===== src/rtl/psvd_pkg.sv =====
// Shared types and constants for the program stream video demultiplexer.
package psvd_pkg;

  localparam logic [7:0] VIDEO_ID   = 8'hE0;
  localparam logic [7:0] SYSHDR_ID  = 8'hBB;
  localparam logic [7:0] MAP_ID     = 8'hBC;
  localparam logic [7:0] AUDIO_ID   = 8'hC0;
  localparam logic [7:0] PRIV_ID    = 8'hBD;
  localparam logic [7:0] STUFF_MASK = 8'h07;

  localparam logic [2:0] ST_END      = 3'd0;
  localparam logic [2:0] ST_AUDIO    = 3'd1;
  localparam logic [2:0] ST_UNKNOWN  = 3'd2;
  localparam logic [2:0] ST_BAD_PACK = 3'd3;
  localparam logic [2:0] ST_TRUNC    = 3'd4;
  localparam logic [2:0] ST_SHORT    = 3'd5;

  // One classified result as it travels from the parser to the output queue.
  typedef struct packed {
    logic        kind;
    logic [7:0]  data;
    logic [23:0] len;
    logic [2:0]  status;
    logic        dropped;
  } psvd_res_t;

endpackage


===== src/rtl/psvd_parser.sv =====
// Front part: parses stream bytes and classifies the results they cause.
module psvd_parser import psvd_pkg::*; #(
  parameter int LENGTH_WIDTH = 24
) (
  input  logic        clk,
  input  logic        rst,
  input  logic        take,
  input  logic [7:0]  in_byte,
  input  logic        in_last,
  input  logic [23:0] max_frame_bytes,
  output logic        res0_valid,
  output psvd_res_t   res0,
  output logic        res1_valid,
  output psvd_res_t   res1
);

  // Width of the limit comparison: wide enough for the count, the limit and a carry.
  localparam int CW = ((LENGTH_WIDTH > 24) ? LENGTH_WIDTH : 24) + 1;

  typedef enum logic [3:0] {
    PH_PACK, PH_PACK_STUFF, PH_CODE_FIRST, PH_CODE, PH_PES_HDR,
    PH_PES_STUFF, PH_PAYLOAD, PH_SKIP_LEN, PH_SKIP_BODY
  } phase_t;

  phase_t                  phase, phase_next;
  logic [3:0]              hidx, hidx_next;
  logic [31:0]             shift, shift_next;
  logic [15:0]             plen, plen_next;
  logic [7:0]              stuff, stuff_next;
  logic [15:0]             remain, remain_next;
  logic [LENGTH_WIDTH-1:0] emitted, emitted_next;
  logic                    drop, drop_next;
  logic                    anydrop, anydrop_next;
  logic                    stopped, stopped_next;
  logic [2:0]              scode, scode_next;
  logic                    emit;
  logic [2:0]              status;
  logic [16:0]             need;
  logic [15:0]             pay;
  logic [CW-1:0]           total;

  // Per-byte parser step.
  always_comb begin
    phase_next = phase; hidx_next = hidx; shift_next = shift; plen_next = plen;
    stuff_next = stuff; remain_next = remain; emitted_next = emitted;
    drop_next = drop; anydrop_next = anydrop; stopped_next = stopped;
    scode_next = scode; emit = 1'b0;
    need  = 17'd3 + {9'd0, in_byte};
    pay   = plen - need[15:0];
    total = CW'(emitted) + CW'(pay);
    if (!stopped) begin
      unique case (phase)
        PH_PACK: begin
          if (hidx >= 4'd13) begin
            stuff_next = in_byte & STUFF_MASK;
            hidx_next = '0; shift_next = '0;
            phase_next = ((in_byte & STUFF_MASK) != 8'd0) ? PH_PACK_STUFF : PH_CODE_FIRST;
          end else hidx_next = hidx + 4'd1;
        end
        PH_PACK_STUFF: begin
          stuff_next = stuff - 8'd1;
          if (stuff <= 8'd1) phase_next = PH_CODE_FIRST;
        end
        PH_CODE_FIRST, PH_CODE: begin
          shift_next = {shift[23:0], in_byte};
          hidx_next = hidx + 4'd1;
          if (hidx >= 4'd3) begin
            hidx_next = 4'd4;
            if (shift[23:0] != 24'h000001) begin
              stopped_next = 1'b1; scode_next = ST_UNKNOWN;
            end else if (in_byte == VIDEO_ID) phase_next = PH_PES_HDR;
            else if (in_byte == SYSHDR_ID || in_byte == MAP_ID) phase_next = PH_SKIP_LEN;
            else if (in_byte == AUDIO_ID || in_byte == PRIV_ID) begin
              stopped_next = 1'b1; scode_next = ST_AUDIO;
            end else begin
              stopped_next = 1'b1; scode_next = ST_UNKNOWN;
            end
          end
        end
        PH_PES_HDR: begin
          if (hidx == 4'd4) begin
            plen_next = {in_byte, 8'd0}; hidx_next = hidx + 4'd1;
          end else if (hidx == 4'd5) begin
            plen_next = plen | {8'd0, in_byte}; hidx_next = hidx + 4'd1;
          end else if (hidx >= 4'd8) begin
            stuff_next = in_byte;
            if ({1'b0, plen} < need) begin
              stopped_next = 1'b1; scode_next = ST_SHORT;
            end else begin
              remain_next = pay;
              drop_next = 1'b0;
              if (pay != 16'd0 && total >= CW'(max_frame_bytes)) begin
                drop_next = 1'b1; anydrop_next = 1'b1;
              end
              if (in_byte != 8'd0) phase_next = PH_PES_STUFF;
              else if (pay != 16'd0) phase_next = PH_PAYLOAD;
              else begin
                phase_next = PH_CODE; hidx_next = '0; shift_next = '0;
              end
            end
          end else hidx_next = hidx + 4'd1;
        end
        PH_PES_STUFF: begin
          stuff_next = stuff - 8'd1;
          if (stuff <= 8'd1) begin
            if (remain != 16'd0) phase_next = PH_PAYLOAD;
            else begin
              phase_next = PH_CODE; hidx_next = '0; shift_next = '0;
            end
          end
        end
        PH_PAYLOAD: begin
          if (!drop) begin
            emit = 1'b1; emitted_next = emitted + 1'b1;
          end
          remain_next = remain - 16'd1;
          if (remain <= 16'd1) begin
            phase_next = PH_CODE; hidx_next = '0; shift_next = '0;
          end
        end
        PH_SKIP_LEN: begin
          if (hidx == 4'd4) begin
            plen_next = {in_byte, 8'd0}; hidx_next = hidx + 4'd1;
          end else begin
            plen_next = plen | {8'd0, in_byte};
            remain_next = plen | {8'd0, in_byte};
            if ((plen | {8'd0, in_byte}) == 16'd0) begin
              phase_next = PH_CODE; hidx_next = '0; shift_next = '0;
            end else phase_next = PH_SKIP_BODY;
          end
        end
        PH_SKIP_BODY: begin
          remain_next = remain - 16'd1;
          if (remain <= 16'd1) begin
            phase_next = PH_CODE; hidx_next = '0; shift_next = '0;
          end
        end
        default: begin
          phase_next = PH_CODE; hidx_next = '0; shift_next = '0;
        end
      endcase
    end
  end

  // End-of-buffer status from the state after this byte.
  always_comb begin
    if (stopped_next) status = scode_next;
    else begin
      unique case (phase_next)
        PH_PACK, PH_PACK_STUFF, PH_CODE_FIRST: status = ST_BAD_PACK;
        PH_PES_HDR, PH_SKIP_LEN:               status = ST_SHORT;
        PH_PES_STUFF, PH_PAYLOAD, PH_SKIP_BODY: status = ST_TRUNC;
        default:                               status = ST_END;
      endcase
    end
  end

  // Results of the byte taken this cycle.
  always_comb begin
    res0_valid = take && emit;
    res0 = '{kind: 1'b0, data: in_byte, len: 24'd0, status: ST_END, dropped: 1'b0};
    res1_valid = take && in_last;
    res1 = '{kind: 1'b1, data: 8'd0, len: 24'(emitted_next), status: status,
             dropped: anydrop_next};
  end

  // Parser state; a last byte restarts the parse.
  always_ff @(posedge clk) begin
    if (rst || (take && in_last)) begin
      phase <= PH_PACK; hidx <= '0; shift <= '0; plen <= '0; stuff <= '0;
      remain <= '0; emitted <= '0; drop <= 1'b0; anydrop <= 1'b0;
      stopped <= 1'b0; scode <= ST_END;
    end else if (take) begin
      phase <= phase_next; hidx <= hidx_next; shift <= shift_next;
      plen <= plen_next; stuff <= stuff_next; remain <= remain_next;
      emitted <= emitted_next; drop <= drop_next; anydrop <= anydrop_next;
      stopped <= stopped_next; scode <= scode_next;
    end
  end

endmodule


===== src/rtl/psvd_queue.sv =====
// Back part: a small result queue that feeds the output channel.
module psvd_queue import psvd_pkg::*; (
  input  logic      clk,
  input  logic      rst,
  input  logic      push0,
  input  psvd_res_t data0,
  input  logic      push1,
  input  psvd_res_t data1,
  output logic      space,
  output logic      out_valid,
  output psvd_res_t out_data,
  input  logic      pop
);

  psvd_res_t  mem [4];
  logic [1:0] wptr, rptr;
  logic [2:0] count;
  logic [1:0] npush;
  logic       do_pop;

  assign do_pop    = pop && (count != 3'd0);
  assign npush     = {1'b0, push0} + {1'b0, push1};
  assign space     = (count - {2'b0, do_pop}) <= 3'd2;
  assign out_valid = count != 3'd0;
  assign out_data  = mem[rptr];

  // Storage writes; a second result goes behind the first.
  always_ff @(posedge clk) begin
    if (push0) mem[wptr] <= data0;
    if (push1) mem[push0 ? wptr + 2'd1 : wptr] <= data1;
  end

  // Pointers and fill level.
  always_ff @(posedge clk) begin
    if (rst) begin
      wptr <= '0; rptr <= '0; count <= '0;
    end else begin
      wptr  <= wptr + npush;
      rptr  <= rptr + {1'b0, do_pop};
      count <= count + {1'b0, npush} - {2'b0, do_pop};
    end
  end

endmodule


===== src/rtl/program_stream_video_demux.sv =====
// Top level of the program stream video demultiplexer.
//
//  Channel   Signals                                    Direction
//  input     in_valid in_ready in_byte in_last          in
//  output    out_valid out_ready out_kind out_byte
//            frame_length end_status payload_dropped    out
//  config    cfg_we cfg_data                            in
//
// One byte is parsed per cycle while the queue has space.
// A byte yields up to two results, which the four-entry queue drains at one
// per cycle while out_ready is high, so a stream whose bytes are mostly payload runs at one per cycle.
// Reset is synchronous and sets the size limit to 1048576.
// The input stalls only when the queue cannot take two more results.
module program_stream_video_demux import psvd_pkg::*; #(
  parameter int LENGTH_WIDTH = 24
) (
  input  logic        clk,
  input  logic        rst,
  input  logic        in_valid,
  output logic        in_ready,
  input  logic [7:0]  in_byte,
  input  logic        in_last,
  output logic        out_valid,
  input  logic        out_ready,
  output logic        out_kind,
  output logic [7:0]  out_byte,
  output logic [23:0] frame_length,
  output logic [2:0]  end_status,
  output logic        payload_dropped,
  input  logic        cfg_we,
  input  logic [23:0] cfg_data
);

  logic [23:0] max_frame_bytes;
  logic        take, r0v, r1v, space;
  psvd_res_t   r0, r1, od;

  // Size limit register.
  always_ff @(posedge clk) begin
    if (rst) max_frame_bytes <= 24'd1048576;
    else if (cfg_we) max_frame_bytes <= cfg_data;
  end

  assign in_ready = space;
  assign take     = in_valid && space;

  psvd_parser #(.LENGTH_WIDTH(LENGTH_WIDTH)) u_parser (
    .clk, .rst, .take, .in_byte, .in_last, .max_frame_bytes,
    .res0_valid(r0v), .res0(r0), .res1_valid(r1v), .res1(r1)
  );

  psvd_queue u_queue (
    .clk, .rst, .push0(r0v), .data0(r0), .push1(r1v), .data1(r1),
    .space, .out_valid, .out_data(od), .pop(out_ready)
  );

  assign out_kind        = od.kind;
  assign out_byte        = od.data;
  assign frame_length    = od.len;
  assign end_status      = od.status;
  assign payload_dropped = od.dropped;

endmodule


===== config.mk =====
export PLATFORM = sky130hd
export DESIGN_NAME = program_stream_video_demux
export DESIGN_NICKNAME = d
export VERILOG_FILES = /design/src/rtl/psvd_pkg.sv /design/src/rtl/psvd_parser.sv /design/src/rtl/psvd_queue.sv /design/src/rtl/program_stream_video_demux.sv
export SDC_FILE = /design/constraint.sdc
export NUM_CORES = 1
export LEC_CHECK = 0
export BUFFER_PORTS_ARGS = -buffer_cell sky130_fd_sc_hd__buf_2
export CAP_MARGIN = 30
export CELL_PAD_IN_SITES_DETAIL_PLACEMENT = 0
export CELL_PAD_IN_SITES_GLOBAL_PLACEMENT = 1
export CORE_MARGIN = 4
export CORE_UTILIZATION = 54
export DETAILED_ROUTE_END_ITERATION = 12
export PLACE_DENSITY_LB_ADDON = 0.1
export SLEW_MARGIN = 20
export SYNTH_ARGS = -nofsm -noshare
export SYNTH_HDL_FRONTEND = slang
export SYNTH_HIERARCHICAL = 1
export SYNTH_SLANG_ARGS = --single-unit
export TNS_END_PERCENT = 10

===== constraint.sdc =====
create_clock -name clk -period 9.8 [get_ports clk]
set_clock_uncertainty 0.2 [all_clocks]
set_input_delay 0.98 -clock clk [delete_from_list [all_inputs] [get_ports clk]]
set_output_delay 0.98 -clock clk [all_outputs]
set_load 0.1 [all_outputs]

### Word level (Yosys, flattened, before mapping)

Memories as Yosys holds them, arrays and structs flattened. A register that Yosys moved wholly into a read port is not among the register bits.
Cells that the tools add are included.

| cells by class | value |
|---|---|
| $add $sub $neg | 14 |
| multipliers | 0 |
| divide/modulo/power cells | 0 |
| magnitude comparators | 8 |
| equal/unequal tests | 33 |
| shift operators | 0 |
| muxes and demuxes | 104 |
| bitwise operators | 6 |
| reduce and logical (&&, ||, !) cells | 27 |

Operator list:

| kind | count |
|---|---|
| $mux 24 | 15 |
| $pmux 24 s7 | 1 |
| $mux 16 | 8 |
| $mux 4 | 29 |
| $pmux 4 s7 | 2 |
| $pmux 16 s3 | 1 |
| $eq 8x8->1 const B | 5 |
| $mux 3 | 12 |
| $mux 8 | 4 |
| $pmux 16 s2 | 1 |
| $reduce_bool 16->1 | 2 |
| $add 24x16->25 | 1 |
| $ge 25x24->1 | 1 |
| $add 24x1->24 const B | 1 |
| $eq 4x3->1 const B | 6 |
| $mux 1 | 24 |
| $ne 24x1->1 const B | 1 |
| $pmux 8 s3 | 1 |
| $lt 16x17->1 | 1 |
| $le 16x1->1 const B | 1 |
| $logic_not 16->1 | 1 |
| $or 16x8->16 | 1 |
| $reduce_bool 8->1 | 2 |
| $sub 16x1->16 const B | 1 |
| 36 further kinds | 70 |

| storage, ports and cells | value |
|---|---|
| register bits after elaboration | 133 |
| bits in latches | 0 |
| RAM bits | 148 |
| ROM bits | 48 |
| input bits | 38 |
| output and inout port bits | 39 |
| word-level logic and storage cells | 209 |
| memories | 2 |

Memories:

| name | words | bits a word | rd ports | clocked after memory_dff | wr ports | RTL line | RTL |
|---|---|---|---|---|---|---|---|
| u_queue.mem | 4 | 37 | 1 | 1 | 2 | psvd_queue.sv:15 | `psvd_res_t mem [4];` |
| (name not given) | 16 | 3 | 1 | 0 | 0 | psvd_parser.sv:149 | `unique case (phase_next)` |

### Depth between registers and ports, before layout

An unclocked memory read counts as a cell.

| depth | value |
|---|---|
| depth after elaboration | 13 |
| mapped depth | 31 |
| gate-level depth less buffers | 28 |

### Hierarchy

The synthesis kept the hierarchy.

By module, submodules not included:

| module | instances | cells an instance | area an instance (µm²) | seq. area each (µm²) |
|---|---|---|---|---|
| psvd_parser | 1 | 1141 | 8539.4 | 2042.0 |
| psvd_queue | 1 | 420 | 7845.0 | 4584.4 |
| program_stream_video_demux | 1 | 78 | 878.3 | 480.5 |

### Worst setup path before layout

OpenSTA, ideal clock, no wires.

| timing path | value |
|---|---|
| kind | input port to flip-flop |
| start | input in_byte[3] |
| end | memory u_queue/mem[3][0] (netlist name) (data pin) |
| library setup time | 0.260 ns |
| arrival | 6.539 ns |
| required time | 9.340 ns |
| slack | 2.802 ns |
| cell stages on the path | 27 |
| path buffers | 3 |
| cell sequence | clkbuf_1 -> and4_1 -> o211ai_1 -> xor2_1 -> ha_1 -> clkbuf_1 -> a21o_1 -> a221oi_1 -> o21ai_0 -> or4_1 -> xnor2_1 -> ha_1 -> and3_1 -> nor2b_1 -> o31a_1 -> a41o_1 -> xor2_1 -> ha_1 -> a21o_1 -> a21o_1 -> a21o_1 -> o311ai_0 -> a22oi_1 -> a21oi_1 -> o21bai_1 -> buf_4 -> mux2_2 |

RTL lines:

| item | RTL line | RTL |
|---|---|---|
| start: declaration | program_stream_video_demux.sv:21 | `input logic [7:0] in_byte,` |
| end: declaration | psvd_queue.sv:15 |  |

==> results.tsv <==
stage	metric	value	unit
run_status	status	finished, final reports clean	
global_route	track_usage	0.2343	
final_layout	multi_input_area	9243	sq um
clock_tree	cts_buffer_depth	3	
clock_tree	cts_made_buffers	31	
die	die_w	186.8	um
die	io_pins	77	
power	p_sw	1.616	mW
die	fp.dieH	186.8	um
power	pwr-share-clk	0.288	
final_layout	nets	1790	
synthesis	ys.flop_type	edfxtp_1	
timing	worst_pin_slew	0.9821	ns
power	p_leak	7.155	nW
timing	rsz0062_at_grt	false	
synthesis	ys_ff_latch	281	
drt	viasPerCell	5.932	
power	power_density	217.0	nW/um^2
global_route	antenna_found_initial	1	
drt	vias	12446	
timing	period_minus_slack	7.217	ns
timing	hold_violations	0	
power	intPower	2.442	mW
place	io_buffers	76	
final_layout	stdcell_area	18700	sq um
drt	dr.first_iter.drc_count	987	
synthesis	netlist_instances	1639	
drt	ant_nets	0	
clock_tree	cts_root_buf	clkbuf_16	
setup_path	cp.required	10.04	ns
final_layout	layout-area-overhead-vs-synth	8.313	%
synthesis	ys_warn_count	6	
drt	wl	42190	um
setup_path	worstSetupPathType	primary input to flop	
drt	drc	0	
global_route	grt_max_degree	87	
power	total_power	4.058	mW
timing	drv_slew	0	
global_route	gr-total-overflow	0	
synthesis	synth_area_leaders	edfxtp_1 26%, dfxtp_1 15%, ha_1 5.7%	
global_route	grt_pass1_wl	67120	um
final_layout	final_common_cell	edfxtp_1	
min_path	hold_path_depth	1	
place	dp_hpwl	29130	um
timing	tns	0	ns
power	power_frac_comb	0.370	
timing	relSlewSlack	0.3453	
place	gp_congestion	0.9189	
clock_tree	clkTransAtPathRegs	0.06	ns
synthesis	synth_top_area_frac	0.2574	
timing	hold-worst-slack	0.2441	ns
timing	max_freq	138.6	MHz
power	switching_share	0.3982	
die	rows	65	
clock_tree	postCtsSetupBuffers	0	
synthesis	synthDistinctLibCells	81	
setup_path	worstSetupStartpointType	primary input	
setup_path	arrival	7.45	ns
synthesis	syn_avg_cell_area	10.53	sq um
power	power_frac_seq	0.342	
synthesis	synth_top_cell_by_area	edfxtp_1	
clock_tree	insertion_delay	0.58	ns
clock_tree	post_cts_resized	0	
synthesis	ys_seq_area_frac	0.4117	
final_layout	fill_cells	2722	
drt	first_pass_iters	6	
setup_path	path_max_fanout	14	
final_layout	seq_area	7109	sq um
die	initial_core_util	0.5471	
synthesis	netlist_area	17260	sq um
power	ir_drop	0.2477	mV
place	postPlaceCellArea	17680	sq um
die	core-area	31560	sq um
timing	min_period_over_period	0.7364	
synthesis	async_flop_share	0	
clock_tree	cts_tree	done	
min_path	hold_class	flop to flop	
setup_path	end_kind	flop	
clock_tree	hold_buffers	0	
final_layout	layout-drive-gt1-share	0.1934	
final_layout	antennaDiodeCount	0	
clock_tree	clock_sinks	281	
global_route	first_global_vias	12017	
setup_path	r2r_cells	23	
drt	post_drt_wl_per_cell	20.11	um
synthesis	synth_edf_count	148	
job	drv_cap	0	
clock_tree	cts.htree.levels	1	
timing	setup_violations	0	
final_layout	layout_common_cells	148 x edfxtp_1, 143 x nor2_1, 131 x dfxtp_1	
die	dieArea	34890	sq um
## metal layers
metal	global-route usage	vias to the layer above	wire length, um
met4	0.04608	0	889
met5	0	-	0
met2	0.3760	329	19280
met1	0.3425	6060	19760
li1	-	5990	-
met3	0.03442	67	2263
## power by group through the flow
stage | clock network [mW] | registers, mW | logic [mW]
6_report | 1.17 | 1.39 | 1.50
5_1_grt | 1.24 | 1.40 | 1.59
4_1_cts | 1.20 | 1.39 | 1.51
3_5_place_dp | 0 | 1.41 | 1.50
3_3_place_gp | 0 | 1.42 | 1.48
2_1_floorplan | 0 | 1.38 | 1.27
## cell type report
cell class | count | area share
Sequential cell | 281 | 0.3802
Tap cell | 402 | 0.02690
Multi-Input combinational cell | 1194 | 0.4943
Timing Repair Buffer | 98 | 0.03092
Inverter | 65 | 0.01305
Clock inverter | 19 | 0.01151
Clock buffer | 39 | 0.04309
## cells by family after synthesis
logic type      share of synthesized area
compound gates                     0.1044
xor+xnor                          0.04972
fa+ha+maj                         0.06001
buf+inv                           0.06335
flops                              0.4117
mux                                0.1699
other cells                     0.0004350
simple gates                       0.1405
## stage by stage
step           utilization  cells  worst slack [ns]
6_report            0.5925   2098             2.583
5_1_grt             0.5925   2098             2.135
4_1_cts             0.5925   2098             2.637
3_5_place_dp        0.5602   2040             2.029
3_3_place_gp        0.5584   2037             2.232
2_1_floorplan            -   1675             2.802
## cells in the mapped netlist, types with 9 or more instances
library cell  instances
ha_1                 78
mux4_2               37
nand2b_1             32
mux2_2               82
nand4_1              18
dfxtp_1             133
buf_2                11
a221oi_1             10
or3_1                16
o21a_1               12
and3_1                9
nor2_1              143
xnor2_1              51
a21oi_1              94
o211ai_1             10
mux2_4               38
clkbuf_1             54
buf_4                51
nand3_1              55
a211oi_1             16
mux2_1               28
nor4_1               18
buf_6                14
a21o_1               18
and2_1               10
inv_1                64
xor2_1               47
edfxtp_1            148
nor2b_1              13
nor3_1               27
nand2_1              96
o21ai_0              61
mux2i_1              29
## worst paths after layout
kind	startpoint	endpoint	slack, ns
worst max register to register	u_parser/plen[0]$_SDFFE_PP0P_	u_queue/mem[1][0]$_DFFE_PP_	3.45
worst min-delay path	u_parser/anydrop$_SDFFE_PP0P_	u_parser/anydrop$_SDFFE_PP0P_	0.24
worst min register to register	u_parser/anydrop$_SDFFE_PP0P_	u_parser/anydrop$_SDFFE_PP0P_	0.24
worst max-delay path	in_byte[1]	u_queue/mem[1][0]$_DFFE_PP_	2.58
## critical path, cell delays in order
cell	delay, ns
buf_2	0.27
inv_1	0.13
ha_1	0.29
nor2b_1	0.17
xnor2_1	0.09
ha_1	0.43
o21ai_0	0.17
a211o_1	0.29
a31oi_1	0.45
a2bb2oi_1	0.20
o21ai_0	0.22
ha_1	0.40
a21o_1	0.17
a21o_1	0.17
a21oi_1	0.16
o21ai_0	0.11
a31o_2	0.25
xor2_1	0.15
ha_1	0.33
nand4_1	0.14
or4_1	0.52
a311o_1	0.28
o21ai_0	0.07
o311ai_0	0.15
a22oi_1	0.22
a21oi_1	0.13
o21bai_1	0.29
mux2_2	0.22
## sequential cells by signal (all words and copies together) (netlist names)
signal and flops:
u_parser/shift 24, u_parser/emitted 24, u_queue/mem 148, u_parser/hidx 4
u_parser/stopped 1, u_parser/anydrop 1, u_parser/remain 16, u_parser/scode 3
u_parser/plen 16, u_parser/drop 1, max_frame_bytes 24, u_queue/wptr 2
u_parser/phase 4, u_queue/rptr 2, u_queue/count 3, u_parser/stuff 8
(Power assumes the default switching activity.)
